$ cat src/rtl/gtpie_pkg.sv
// shared types, codes and the element type table for the gtpv0 ie stream parser
// no dependencies; used by every module in rtl/

package gtpie_pkg;

    // input transfer payload
    typedef struct packed {
        logic [7:0] data_byte;
        logic       last_byte;
    } in_item_t;

    // result transfer payload
    typedef struct packed {
        logic [7:0]  ie_type;
        logic [7:0]  value_byte;
        logic        value_valid;
        logic [15:0] value_index;
        logic        ie_done;
        logic [15:0] ie_length;
        logic [31:0] value_word;
        logic [2:0]  status;
        logic        gsn_second;
        logic        msg_end;
    } result_t;

    // element kinds
    localparam logic [1:0] KIND_UNKNOWN = 2'd0;
    localparam logic [1:0] KIND_DECODE  = 2'd1;
    localparam logic [1:0] KIND_SKIP    = 2'd2;
    localparam logic [1:0] KIND_TLV     = 2'd3;

    // status codes
    localparam logic [2:0] ST_BUSY      = 3'd0;
    localparam logic [2:0] ST_DECODED   = 3'd1;
    localparam logic [2:0] ST_SKIPPED   = 3'd2;
    localparam logic [2:0] ST_TRUNCATED = 3'd3;
    localparam logic [2:0] ST_UNKNOWN   = 3'd4;
    localparam logic [2:0] ST_BAD_LEN   = 3'd5;

    // element types with special handling
    localparam logic [7:0] TYPE_SELECTION = 8'h0F;
    localparam logic [7:0] TYPE_EUA       = 8'h80;
    localparam logic [7:0] TYPE_APN       = 8'h83;
    localparam logic [7:0] TYPE_GSN       = 8'h85;
    localparam logic [7:0] TLV_FIRST      = 8'h80;
    localparam logic [7:0] TLV_LAST       = 8'h86;

    // apn character handling
    localparam logic [7:0] APN_CTRL_LIMIT = 8'h20;
    localparam logic [7:0] APN_DOT        = 8'h2E;

    // valid lengths for end user address and gsn address
    localparam logic [15:0] EUA_LEN_A = 16'd2;
    localparam logic [15:0] EUA_LEN_B = 16'd6;
    localparam logic [15:0] EUA_LEN_C = 16'd18;
    localparam logic [15:0] EUA_LEN_D = 16'd22;
    localparam logic [15:0] GSN_LEN_V4 = 16'd4;
    localparam logic [15:0] GSN_LEN_V6 = 16'd16;

    // apn length limit after reset
    localparam logic [7:0] APN_MAX_RESET = 8'd100;

    typedef struct packed {
        logic [1:0] kind;
        logic [4:0] len;
    } type_info_t;

    // fixed-length table lookup; tlv and unknown types give length zero
    function automatic type_info_t type_lookup(input logic [7:0] t);
        type_info_t info;
        info.kind = KIND_DECODE;
        info.len  = 5'd0;
        unique case (t)
            8'h01: info.len = 5'd1;
            8'h02: info.len = 5'd8;
            8'h03: info.len = 5'd6;
            8'h04: begin info.kind = KIND_SKIP; info.len = 5'd4; end
            8'h05: begin info.kind = KIND_SKIP; info.len = 5'd4; end
            8'h06: info.len = 5'd3;
            8'h08: info.len = 5'd1;
            8'h09: begin info.kind = KIND_SKIP; info.len = 5'd28; end
            8'h0B: begin info.kind = KIND_SKIP; info.len = 5'd1; end
            8'h0C: begin info.kind = KIND_SKIP; info.len = 5'd3; end
            8'h0D: begin info.kind = KIND_SKIP; info.len = 5'd1; end
            8'h0E: info.len = 5'd1;
            8'h0F: info.len = 5'd1;
            8'h10: info.len = 5'd2;
            8'h11: info.len = 5'd2;
            8'h12: begin info.kind = KIND_SKIP; info.len = 5'd3; end
            8'h13: begin info.kind = KIND_SKIP; info.len = 5'd1; end
            8'h7F: info.len = 5'd4;
            default:
            begin
                if (t >= TLV_FIRST && t <= TLV_LAST)
                    info.kind = KIND_TLV;
                else
                    info.kind = KIND_UNKNOWN;
            end
        endcase
        return info;
    endfunction

endpackage

$ cat src/rtl/gtpie_in_reg.sv
// input holding register between the byte stream and the parse core
// depends on gtpie_pkg for the input payload type

module gtpie_in_reg (
    input  logic               clk,
    input  logic               rst_n,
    input  logic               item_valid,
    output logic               item_ready,
    input  gtpie_pkg::in_item_t item,
    output logic               hold_valid,
    input  logic               hold_ready,
    output gtpie_pkg::in_item_t hold_item
);

    logic                valid_reg;
    logic                valid_next;
    gtpie_pkg::in_item_t item_reg;

    // take a new transfer when empty or when the held one moves on
    assign item_ready = !valid_reg || hold_ready;
    assign valid_next = item_valid || (valid_reg && !hold_ready);

    always_ff @(posedge clk or negedge rst_n)
    begin
        if (!rst_n)
            valid_reg <= 1'b0;
        else
            valid_reg <= valid_next;
    end

    // payload load
    always_ff @(posedge clk)
    begin
        if (item_valid && item_ready)
            item_reg <= item;
    end

    assign hold_valid = valid_reg;
    assign hold_item  = item_reg;

endmodule

$ cat src/rtl/gtpie_parse_core.sv
// element segmentation state, per-byte decode logic and the result register
// depends on gtpie_pkg for payload types, codes and the type table

module gtpie_parse_core (
    input  logic                clk,
    input  logic                rst_n,
    input  logic                in_valid,
    output logic                in_ready,
    input  gtpie_pkg::in_item_t in_item,
    input  logic [7:0]          apn_max_length,
    output logic                result_valid,
    input  logic                result_ready,
    output gtpie_pkg::result_t  result
);

    localparam logic [1:0] PH_TYPE   = 2'd0;
    localparam logic [1:0] PH_LEN_HI = 2'd1;
    localparam logic [1:0] PH_LEN_LO = 2'd2;
    localparam logic [1:0] PH_VALUE  = 2'd3;

    logic [1:0]  phase_reg,  phase_next;
    logic [7:0]  type_reg,   type_next;
    logic [15:0] len_reg,    len_next;
    logic [15:0] count_reg,  count_next;
    logic [31:0] word_reg,   word_next;
    logic        gsn_reg,    gsn_next;
    logic        strip_reg,  strip_next;
    logic        stop_reg,   stop_next;
    logic        halted_reg, halted_next;
    logic        res_valid_reg, res_valid_next;
    gtpie_pkg::result_t res_reg, res_next;

    logic                  advance;
    logic [7:0]            b;
    logic                  last;
    logic                  fin;
    logic [15:0]           count_inc;
    gtpie_pkg::type_info_t new_info;
    gtpie_pkg::type_info_t cur_info;

    // result register frees when empty or taken
    assign in_ready = !res_valid_reg || result_ready;
    assign advance  = in_valid && in_ready;
    assign res_valid_next = advance || (res_valid_reg && !result_ready);

    assign b         = in_item.data_byte;
    assign last      = in_item.last_byte;
    assign count_inc = count_reg + 16'd1;
    assign new_info  = gtpie_pkg::type_lookup(b);
    assign cur_info  = gtpie_pkg::type_lookup(type_reg);

    // per-byte parse step
    always_comb
    begin
        phase_next  = phase_reg;
        type_next   = type_reg;
        len_next    = len_reg;
        count_next  = count_reg;
        word_next   = word_reg;
        gsn_next    = gsn_reg;
        strip_next  = strip_reg;
        stop_next   = stop_reg;
        halted_next = halted_reg;
        fin         = 1'b0;
        res_next    = '0;

        if (!halted_reg)
        begin
            unique case (phase_reg)
                PH_TYPE:
                begin
                    type_next  = b;
                    word_next  = 32'd0;
                    count_next = 16'd0;
                    strip_next = 1'b1;
                    stop_next  = 1'b0;
                    if (new_info.kind == gtpie_pkg::KIND_UNKNOWN)
                    begin
                        res_next.ie_done = 1'b1;
                        res_next.status  = gtpie_pkg::ST_UNKNOWN;
                        halted_next      = 1'b1;
                    end
                    else if (new_info.kind == gtpie_pkg::KIND_TLV)
                    begin
                        len_next   = 16'd0;
                        phase_next = PH_LEN_HI;
                    end
                    else
                    begin
                        len_next   = {11'd0, new_info.len};
                        phase_next = PH_VALUE;
                    end
                end
                PH_LEN_HI:
                begin
                    len_next   = {b, 8'h00};
                    phase_next = PH_LEN_LO;
                end
                PH_LEN_LO:
                begin
                    len_next = {len_reg[15:8], b};
                    if ({len_reg[15:8], b} == 16'd0)
                        fin = 1'b1;
                    else
                        phase_next = PH_VALUE;
                end
                PH_VALUE:
                begin
                    res_next.value_index = count_reg;
                    // packed value word
                    if (type_reg == gtpie_pkg::TYPE_EUA)
                    begin
                        if (count_reg == 16'd0)
                            word_next = {20'd0, b[3:0], 8'h00};
                        else if (count_reg == 16'd1)
                            word_next = word_reg | {24'd0, b};
                    end
                    else if (type_reg == gtpie_pkg::TYPE_SELECTION)
                        word_next = {30'd0, b[1:0]};
                    else
                        word_next = {word_reg[23:0], b};
                    // value byte stream, apn cleanup
                    if (type_reg == gtpie_pkg::TYPE_APN)
                    begin
                        if (stop_reg || (strip_reg && b < gtpie_pkg::APN_CTRL_LIMIT))
                            res_next.value_index = 16'd0;
                        else
                        begin
                            strip_next = 1'b0;
                            if (b == 8'h00)
                            begin
                                stop_next            = 1'b1;
                                res_next.value_index = 16'd0;
                            end
                            else
                            begin
                                res_next.value_byte  = (b < gtpie_pkg::APN_CTRL_LIMIT)
                                                       ? gtpie_pkg::APN_DOT : b;
                                res_next.value_valid = 1'b1;
                            end
                        end
                    end
                    else
                    begin
                        res_next.value_byte  = b;
                        res_next.value_valid = 1'b1;
                    end
                    count_next = count_inc;
                    if (count_inc == len_reg)
                        fin = 1'b1;
                end
                default:
                begin
                    phase_next = PH_TYPE;
                end
            endcase

            // element completion
            if (fin)
            begin
                res_next.ie_done    = 1'b1;
                res_next.ie_length  = len_next;
                res_next.value_word = word_next;
                res_next.status     = (cur_info.kind == gtpie_pkg::KIND_SKIP)
                                      ? gtpie_pkg::ST_SKIPPED : gtpie_pkg::ST_DECODED;
                phase_next          = PH_TYPE;
                if (type_reg == gtpie_pkg::TYPE_EUA)
                begin
                    if (len_next != gtpie_pkg::EUA_LEN_A && len_next != gtpie_pkg::EUA_LEN_B
                        && len_next != gtpie_pkg::EUA_LEN_C
                        && len_next != gtpie_pkg::EUA_LEN_D)
                        res_next.status = gtpie_pkg::ST_BAD_LEN;
                end
                else if (type_reg == gtpie_pkg::TYPE_APN)
                begin
                    if (len_next >= {8'h00, apn_max_length})
                    begin
                        res_next.status = gtpie_pkg::ST_BAD_LEN;
                        halted_next     = 1'b1;
                    end
                end
                else if (type_reg == gtpie_pkg::TYPE_GSN)
                begin
                    res_next.gsn_second = gsn_reg;
                    if (len_next == gtpie_pkg::GSN_LEN_V4 || len_next == gtpie_pkg::GSN_LEN_V6)
                        gsn_next = 1'b1;
                    else
                        res_next.status = gtpie_pkg::ST_BAD_LEN;
                end
            end

            // message ends inside an element
            if (last && !res_next.ie_done && phase_next != PH_TYPE)
            begin
                res_next.ie_done    = 1'b1;
                res_next.ie_length  = count_next;
                res_next.value_word = 32'd0;
                res_next.status     = gtpie_pkg::ST_TRUNCATED;
                res_next.gsn_second = 1'b0;
            end
        end

        // message end clears per-message state
        if (last)
        begin
            phase_next       = PH_TYPE;
            halted_next      = 1'b0;
            gsn_next         = 1'b0;
            res_next.msg_end = 1'b1;
        end
        res_next.ie_type = type_next;
    end

    // parse state, updated once per accepted byte
    always_ff @(posedge clk or negedge rst_n)
    begin
        if (!rst_n)
        begin
            phase_reg  <= PH_TYPE;
            type_reg   <= 8'd0;
            len_reg    <= 16'd0;
            count_reg  <= 16'd0;
            word_reg   <= 32'd0;
            gsn_reg    <= 1'b0;
            strip_reg  <= 1'b1;
            stop_reg   <= 1'b0;
            halted_reg <= 1'b0;
        end
        else if (advance)
        begin
            phase_reg  <= phase_next;
            type_reg   <= type_next;
            len_reg    <= len_next;
            count_reg  <= count_next;
            word_reg   <= word_next;
            gsn_reg    <= gsn_next;
            strip_reg  <= strip_next;
            stop_reg   <= stop_next;
            halted_reg <= halted_next;
        end
    end

    // result register
    always_ff @(posedge clk or negedge rst_n)
    begin
        if (!rst_n)
            res_valid_reg <= 1'b0;
        else
            res_valid_reg <= res_valid_next;
    end

    always_ff @(posedge clk)
    begin
        if (advance)
            res_reg <= res_next;
    end

    assign result_valid = res_valid_reg;
    assign result       = res_reg;

`ifndef SYNTHESIS
    // a message end returns the parser to a clean start
    a_msg_end_clears: assert property (@(posedge clk) disable iff (!rst_n)
        advance && last |=> phase_reg == PH_TYPE && !halted_reg && !gsn_reg)
        else $error("parser state not cleared after message end");

    // halting only ever happens between elements
    a_halt_at_type: assert property (@(posedge clk) disable iff (!rst_n)
        halted_reg |-> phase_reg == PH_TYPE)
        else $error("parser halted inside an element");

    // value phase always has bytes left to take
    a_count_in_range: assert property (@(posedge clk) disable iff (!rst_n)
        phase_reg == PH_VALUE |-> count_reg < len_reg)
        else $error("value byte count ran past element length");

    // done-only fields stay zero on busy results
    a_busy_fields: assert property (@(posedge clk) disable iff (!rst_n)
        result_valid && !result.ie_done |-> result.status == gtpie_pkg::ST_BUSY
            && result.ie_length == 16'd0 && result.value_word == 32'd0)
        else $error("busy result carries element completion fields");
`endif

endmodule

$ cat src/rtl/gtpv0_ie_stream_parser.sv
// gtpv0 ie stream parser: an input transfer passes the input register, then the
// result register; throughput is one byte per cycle while result_ready stays high,
// set by the combinational parse step that updates the element state for every byte.
// rst_n is asynchronous active low; it returns the parser to expect-type with no
// pending transfers and sets apn_max_length to 100. no clearing pass is needed.
// depends on gtpie_pkg, gtpie_in_reg and gtpie_parse_core

module gtpv0_ie_stream_parser (
    input  logic                clk,
    input  logic                rst_n,
    input  logic                item_valid,
    output logic                item_ready,
    input  gtpie_pkg::in_item_t item,
    output logic                result_valid,
    input  logic                result_ready,
    output gtpie_pkg::result_t  result,
    input  logic                cfg_valid,
    output logic                cfg_ready,
    input  logic [7:0]          cfg_data
);

    logic [7:0]          apn_max_reg;
    logic                hold_valid;
    logic                hold_ready;
    gtpie_pkg::in_item_t hold_item;

    // configuration register, always ready
    assign cfg_ready = 1'b1;

    always_ff @(posedge clk or negedge rst_n)
    begin
        if (!rst_n)
            apn_max_reg <= gtpie_pkg::APN_MAX_RESET;
        else if (cfg_valid && cfg_ready)
            apn_max_reg <= cfg_data;
    end

    // input stage
    gtpie_in_reg u_in_reg (
        .clk        (clk),
        .rst_n      (rst_n),
        .item_valid (item_valid),
        .item_ready (item_ready),
        .item       (item),
        .hold_valid (hold_valid),
        .hold_ready (hold_ready),
        .hold_item  (hold_item)
    );

    // parse step and result register
    gtpie_parse_core u_core (
        .clk            (clk),
        .rst_n          (rst_n),
        .in_valid       (hold_valid),
        .in_ready       (hold_ready),
        .in_item        (hold_item),
        .apn_max_length (apn_max_reg),
        .result_valid   (result_valid),
        .result_ready   (result_ready),
        .result         (result)
    );

endmodule

$ cat config.mk
export PLATFORM = sky130hd
export DESIGN_NAME = gtpv0_ie_stream_parser
export DESIGN_NICKNAME = d
export VERILOG_FILES = /design/src/rtl/gtpie_pkg.sv /design/src/rtl/gtpie_in_reg.sv /design/src/rtl/gtpie_parse_core.sv /design/src/rtl/gtpv0_ie_stream_parser.sv
export SDC_FILE = /design/constraint.sdc
export NUM_CORES = 1
export LEC_CHECK = 0
export CORE_MARGIN = 1
export CORE_UTILIZATION = 60
export DETAILED_ROUTE_END_ITERATION = 8
export DONT_BUFFER_PORTS = 1
export PLACE_DENSITY = 0.76
export SLEW_MARGIN = 30
export SYNTH_ARGS = -nofsm -noshare
export SYNTH_HDL_FRONTEND = slang
export SYNTH_HIERARCHICAL = 1
export SYNTH_SLANG_ARGS = --single-unit
$ cat constraint.sdc
create_clock -name clk -period 5.3 [get_ports clk]
set_clock_uncertainty 0.1 [all_clocks]
set_input_delay 1.06 -clock clk [delete_from_list [all_inputs] [get_ports clk]]
set_output_delay 1.06 -clock clk [all_outputs]
set_load 0.02 [all_outputs]
==> impl_metrics.tcl <==
set metrics [dict create \
    status "finished, final reports clean" \
    seq_area_um2 5090 \
    instances_no_fill 1094 \
    ioPinCount 112 \
    tritoncts "done" \
    drive_above_1_share_pct 9.853 \
    dpl.hpwl_mm 15.47 \
    intPower_mw 2.711 \
    cts_setup_buffers 0 \
    irDropWorstVdd_v 0.0002284 \
    report.final.slew_viol_count 0 \
    synth-edff-count 96 \
    leakage_nw 4.019 \
    preCtsSetupSlack_ns 0.9689 \
    dp_cells 1062 \
    post_cts_resized 0 \
    endpoint_kind "flip-flop" \
    maxSlewHeadroom_pct 45.37 \
    grt_pass1_wl_mm 36.38 \
    r2r_start "u_in_reg/hold_item[2]" \
    max_freq_mhz 223.4 \
    cts_root_buf "clkbuf_16" \
    syn_area_per_cell_um2 10.48 \
    synth_area_um2 9603 \
    diodes 0 \
    worstPathMaxFanout 23 \
    largest_reg_flops 87 \
    setup_violations 0 \
    cts_buffers 17 \
    netlist_instances 916 \
    core_area_um2 15430 \
    numPortBuffers 0 \
    fp.dieH_um 128.5 \
    hold_viol_final 0 \
    path_clk_slew_ns 0.07 \
    cts.sinks 184 \
    synthFlopType "edfxtp_1" \
    reg2reg_to "u_core/result[4]" \
    yosysSeqAreaShare_pct 53.00 \
    crit_start "u_in_reg/hold_item[2]" \
    clock_power_share_pct 31.6 \
    maxCapViolations 0 \
    wl_per_cell_um 20.92 \
    num_rows 45 \
    htree_levels 4 \
    endpoint "u_core/result[4]" \
    grt_overflow 0 \
    initial_utilization_pct 62.25 \
    drt_iter0_drc 794 \
    worstMarginPinSlew_ns 0.8195 \
    fin_ws_ns 0.8232 \
    ys_seq_elements 184 \
    required_ns 5.39 \
    worst_hold_slack_ns 0.2096 \
    firstDrtPassIters 6 \
    comb_power_share_pct 21.6 \
    fp.dieW_um 128.5 \
    path_class "flip-flop to flip-flop" \
    ys_types 81 \
    grtUsageTotal_pct 28.78 \
    gp_congestion 0.8745 \
    routed_wl_mm 22.89 \
    worstPathArrival_ns 4.57 \
    final.period_utilization_pct 84.47 \
    reg2reg_depth 11 \
    nFillCells 1255 \
    power.density_nw_per_um2 399.8 \
    rsz0062_at_grt "false" \
    viasPerCell 6.665 \
    antenna_found_initial 0 \
    synth_fp_nets 953 \
    period_minus_slack_ns 4.477 \
    drc 0 \
    hp-class "input port to asynchronous set/reset pin" \
    grt_pass1_vias 6723 \
    p_switching_mw 1.378 \
    final_core_util_pct 66.30 \
    area.growth.synth_to_final_pct 6.515 \
    multi_input_area_um2 4083 \
    nets 907 \
    p_sw_share_pct 33.71 \
    clk_latency_ns 0.44 \
    detail-route-antenna-nets 0 \
    clockBufferDepth 2 \
    holdBufCountCts 0 \
    async_flop_share_pct 47.83 \
    yosysWarnings 6 \
    r2r_setup_slack_ns 0.82 \
    seqPwrFrac_pct 46.8 \
    routed-via-count 7292 \
    start_kind "flip-flop" \
    die-area_um2 16510 \
    grt_max_degree 89 \
    setup-tns-final_ns 0 \
]
power by group through the flow:
stage                     Combinational (mW)  Sequential, mW  Clock (mW)
after floorplan                        0.689            1.86           0
after global placement                 0.834            1.93           0
after detailed placement               0.858            1.94           0
after CTS                              0.864            1.91        1.30
after global routing                   0.964            1.93        1.35
final                                  0.883            1.91        1.29
per-stage QoR:
step	cell area [um^2]	power, mW
after floorplan	9603	2.550
after global placement	9620	2.768
after detailed placement	9620	2.795
after CTS	10230	4.076
after global routing	10230	4.250
final	10230	4.089
worst min path at each step:
stage                                      to  slack [ns]                 from  depth (start not counted)
final                     u_core/word_reg[21]        0.21                rst_n                          0
after global routing      u_core/word_reg[15]        0.20                rst_n                          0
after CTS                 u_core/word_reg[31]        0.20                rst_n                          0
after detailed placement  u_core/word_reg[29]        0.38  u_core/word_reg[29]                          1
after global placement    u_core/word_reg[31]        0.39  u_core/word_reg[31]                          1
after floorplan              u_core/strip_reg        0.36     u_core/strip_reg                          2
logic make-up after synthesis:
logic type | count (synthesis) | synth area share [%]
simple gates | 297 | 16.05
compound gates | 267 | 19.14
flops | 184 | 53.00
buf+inv | 105 | 4.625
mux | 24 | 3.088
xor+xnor | 23 | 2.098
fa+ha+maj | 15 | 1.954
other cells | 1 | 0.03905
layout by cell type, fill, tap and decap left out, drive strengths merged, types with 6 or more instances in the layout:
cell	Yosys	layout
o22ai	16	16
ha	15	15
a21o	9	9
mux2	21	21
a22oi	51	51
nand4	11	11
o21ai	72	72
nand3	15	15
and2	24	24
nor2b	15	15
inv	31	38
xnor2	14	14
dfrtp	84	84
a22o	33	33
or3	8	8
nor2	60	60
a21oi	28	28
clkbuf	51	17
buf	23	9
nand2	89	89
o21a	6	6
xor2	9	9
nor3	12	12
or2	6	6
nand2b	11	11
edfxtp	96	96
clkinv	0	6
nor4	13	13
and3	8	8
o31ai	7	7
synth_stat cells, drive strengths merged, types with 3 or more instances:
library cell	number	area share, %
a21boi	4	0.31
or4	5	0.47
or2	6	0.39
o31a	3	0.27
buf	23	1.4
o22ai	16	1.0
xnor2	14	1.3
a32o	3	0.31
and3b	3	0.27
or3	8	0.52
edfxtp	96	30
dfrtp	84	22
inv	31	1.2
a211oi	4	0.36
nor2b	15	0.98
a22oi	51	4.0
o21ai	72	3.8
mux2	21	2.8
a21oi	28	1.5
nand2	89	3.5
ha	15	2.0
dfstp	4	1.1
nor2	60	2.4
nand2b	11	0.79
a22o	33	3.0
mux2i	3	0.31
nor4b	3	0.27
o21a	6	0.47
a31oi	3	0.20
a211o	3	0.29
nor3b	5	0.39
o31ai	7	0.55
nand3	15	0.89
a21o	9	0.70
and2	24	1.6
o211ai	5	0.39
nor4	13	0.91
clkbuf	51	2.0
or3b	3	0.27
nand4	11	0.78
xor2	9	0.82
nor3	12	0.63
and3	8	0.52
critical path, cell delays in order (launching register included):
cell and delay (ns):
edfxtp_1 0.88, nor4b_1 0.12, a211o_1 0.34, a211o_2 0.37, o21bai_1 0.45, a22oi_1 0.23
inv_1 0.12, ha_1 0.24, a2111oi_0 0.44, a21oi_1 0.17, o31a_1 0.35, o41a_1 0.40
area by class of cell:
| type | instances | area share [%] |
|---|---|---|
| repair buffers | 9 | 0.6605 |
| inverters | 31 | 1.162 |
| clock inverters | 15 | 1.761 |
| multi-input cells | 627 | 39.91 |
| clock buffers | 17 | 4.159 |
| well taps | 211 | 2.581 |
| flip-flops and latches | 184 | 49.76 |
per-layer routing:
| metal | up-vias | track usage, % | share of wire [%] |
|---|---|---|---|
| met5 | - | 0 | 0 |
| met4 | 0 | 12.18 | 2.7 |
| met3 | 52 | 5.156 | 6.5 |
| met2 | 367 | 45.37 | 47 |
| met1 | 3583 | 39.45 | 43 |
| li1 | 3290 | - | - |
(Power assumes the default switching activity.)
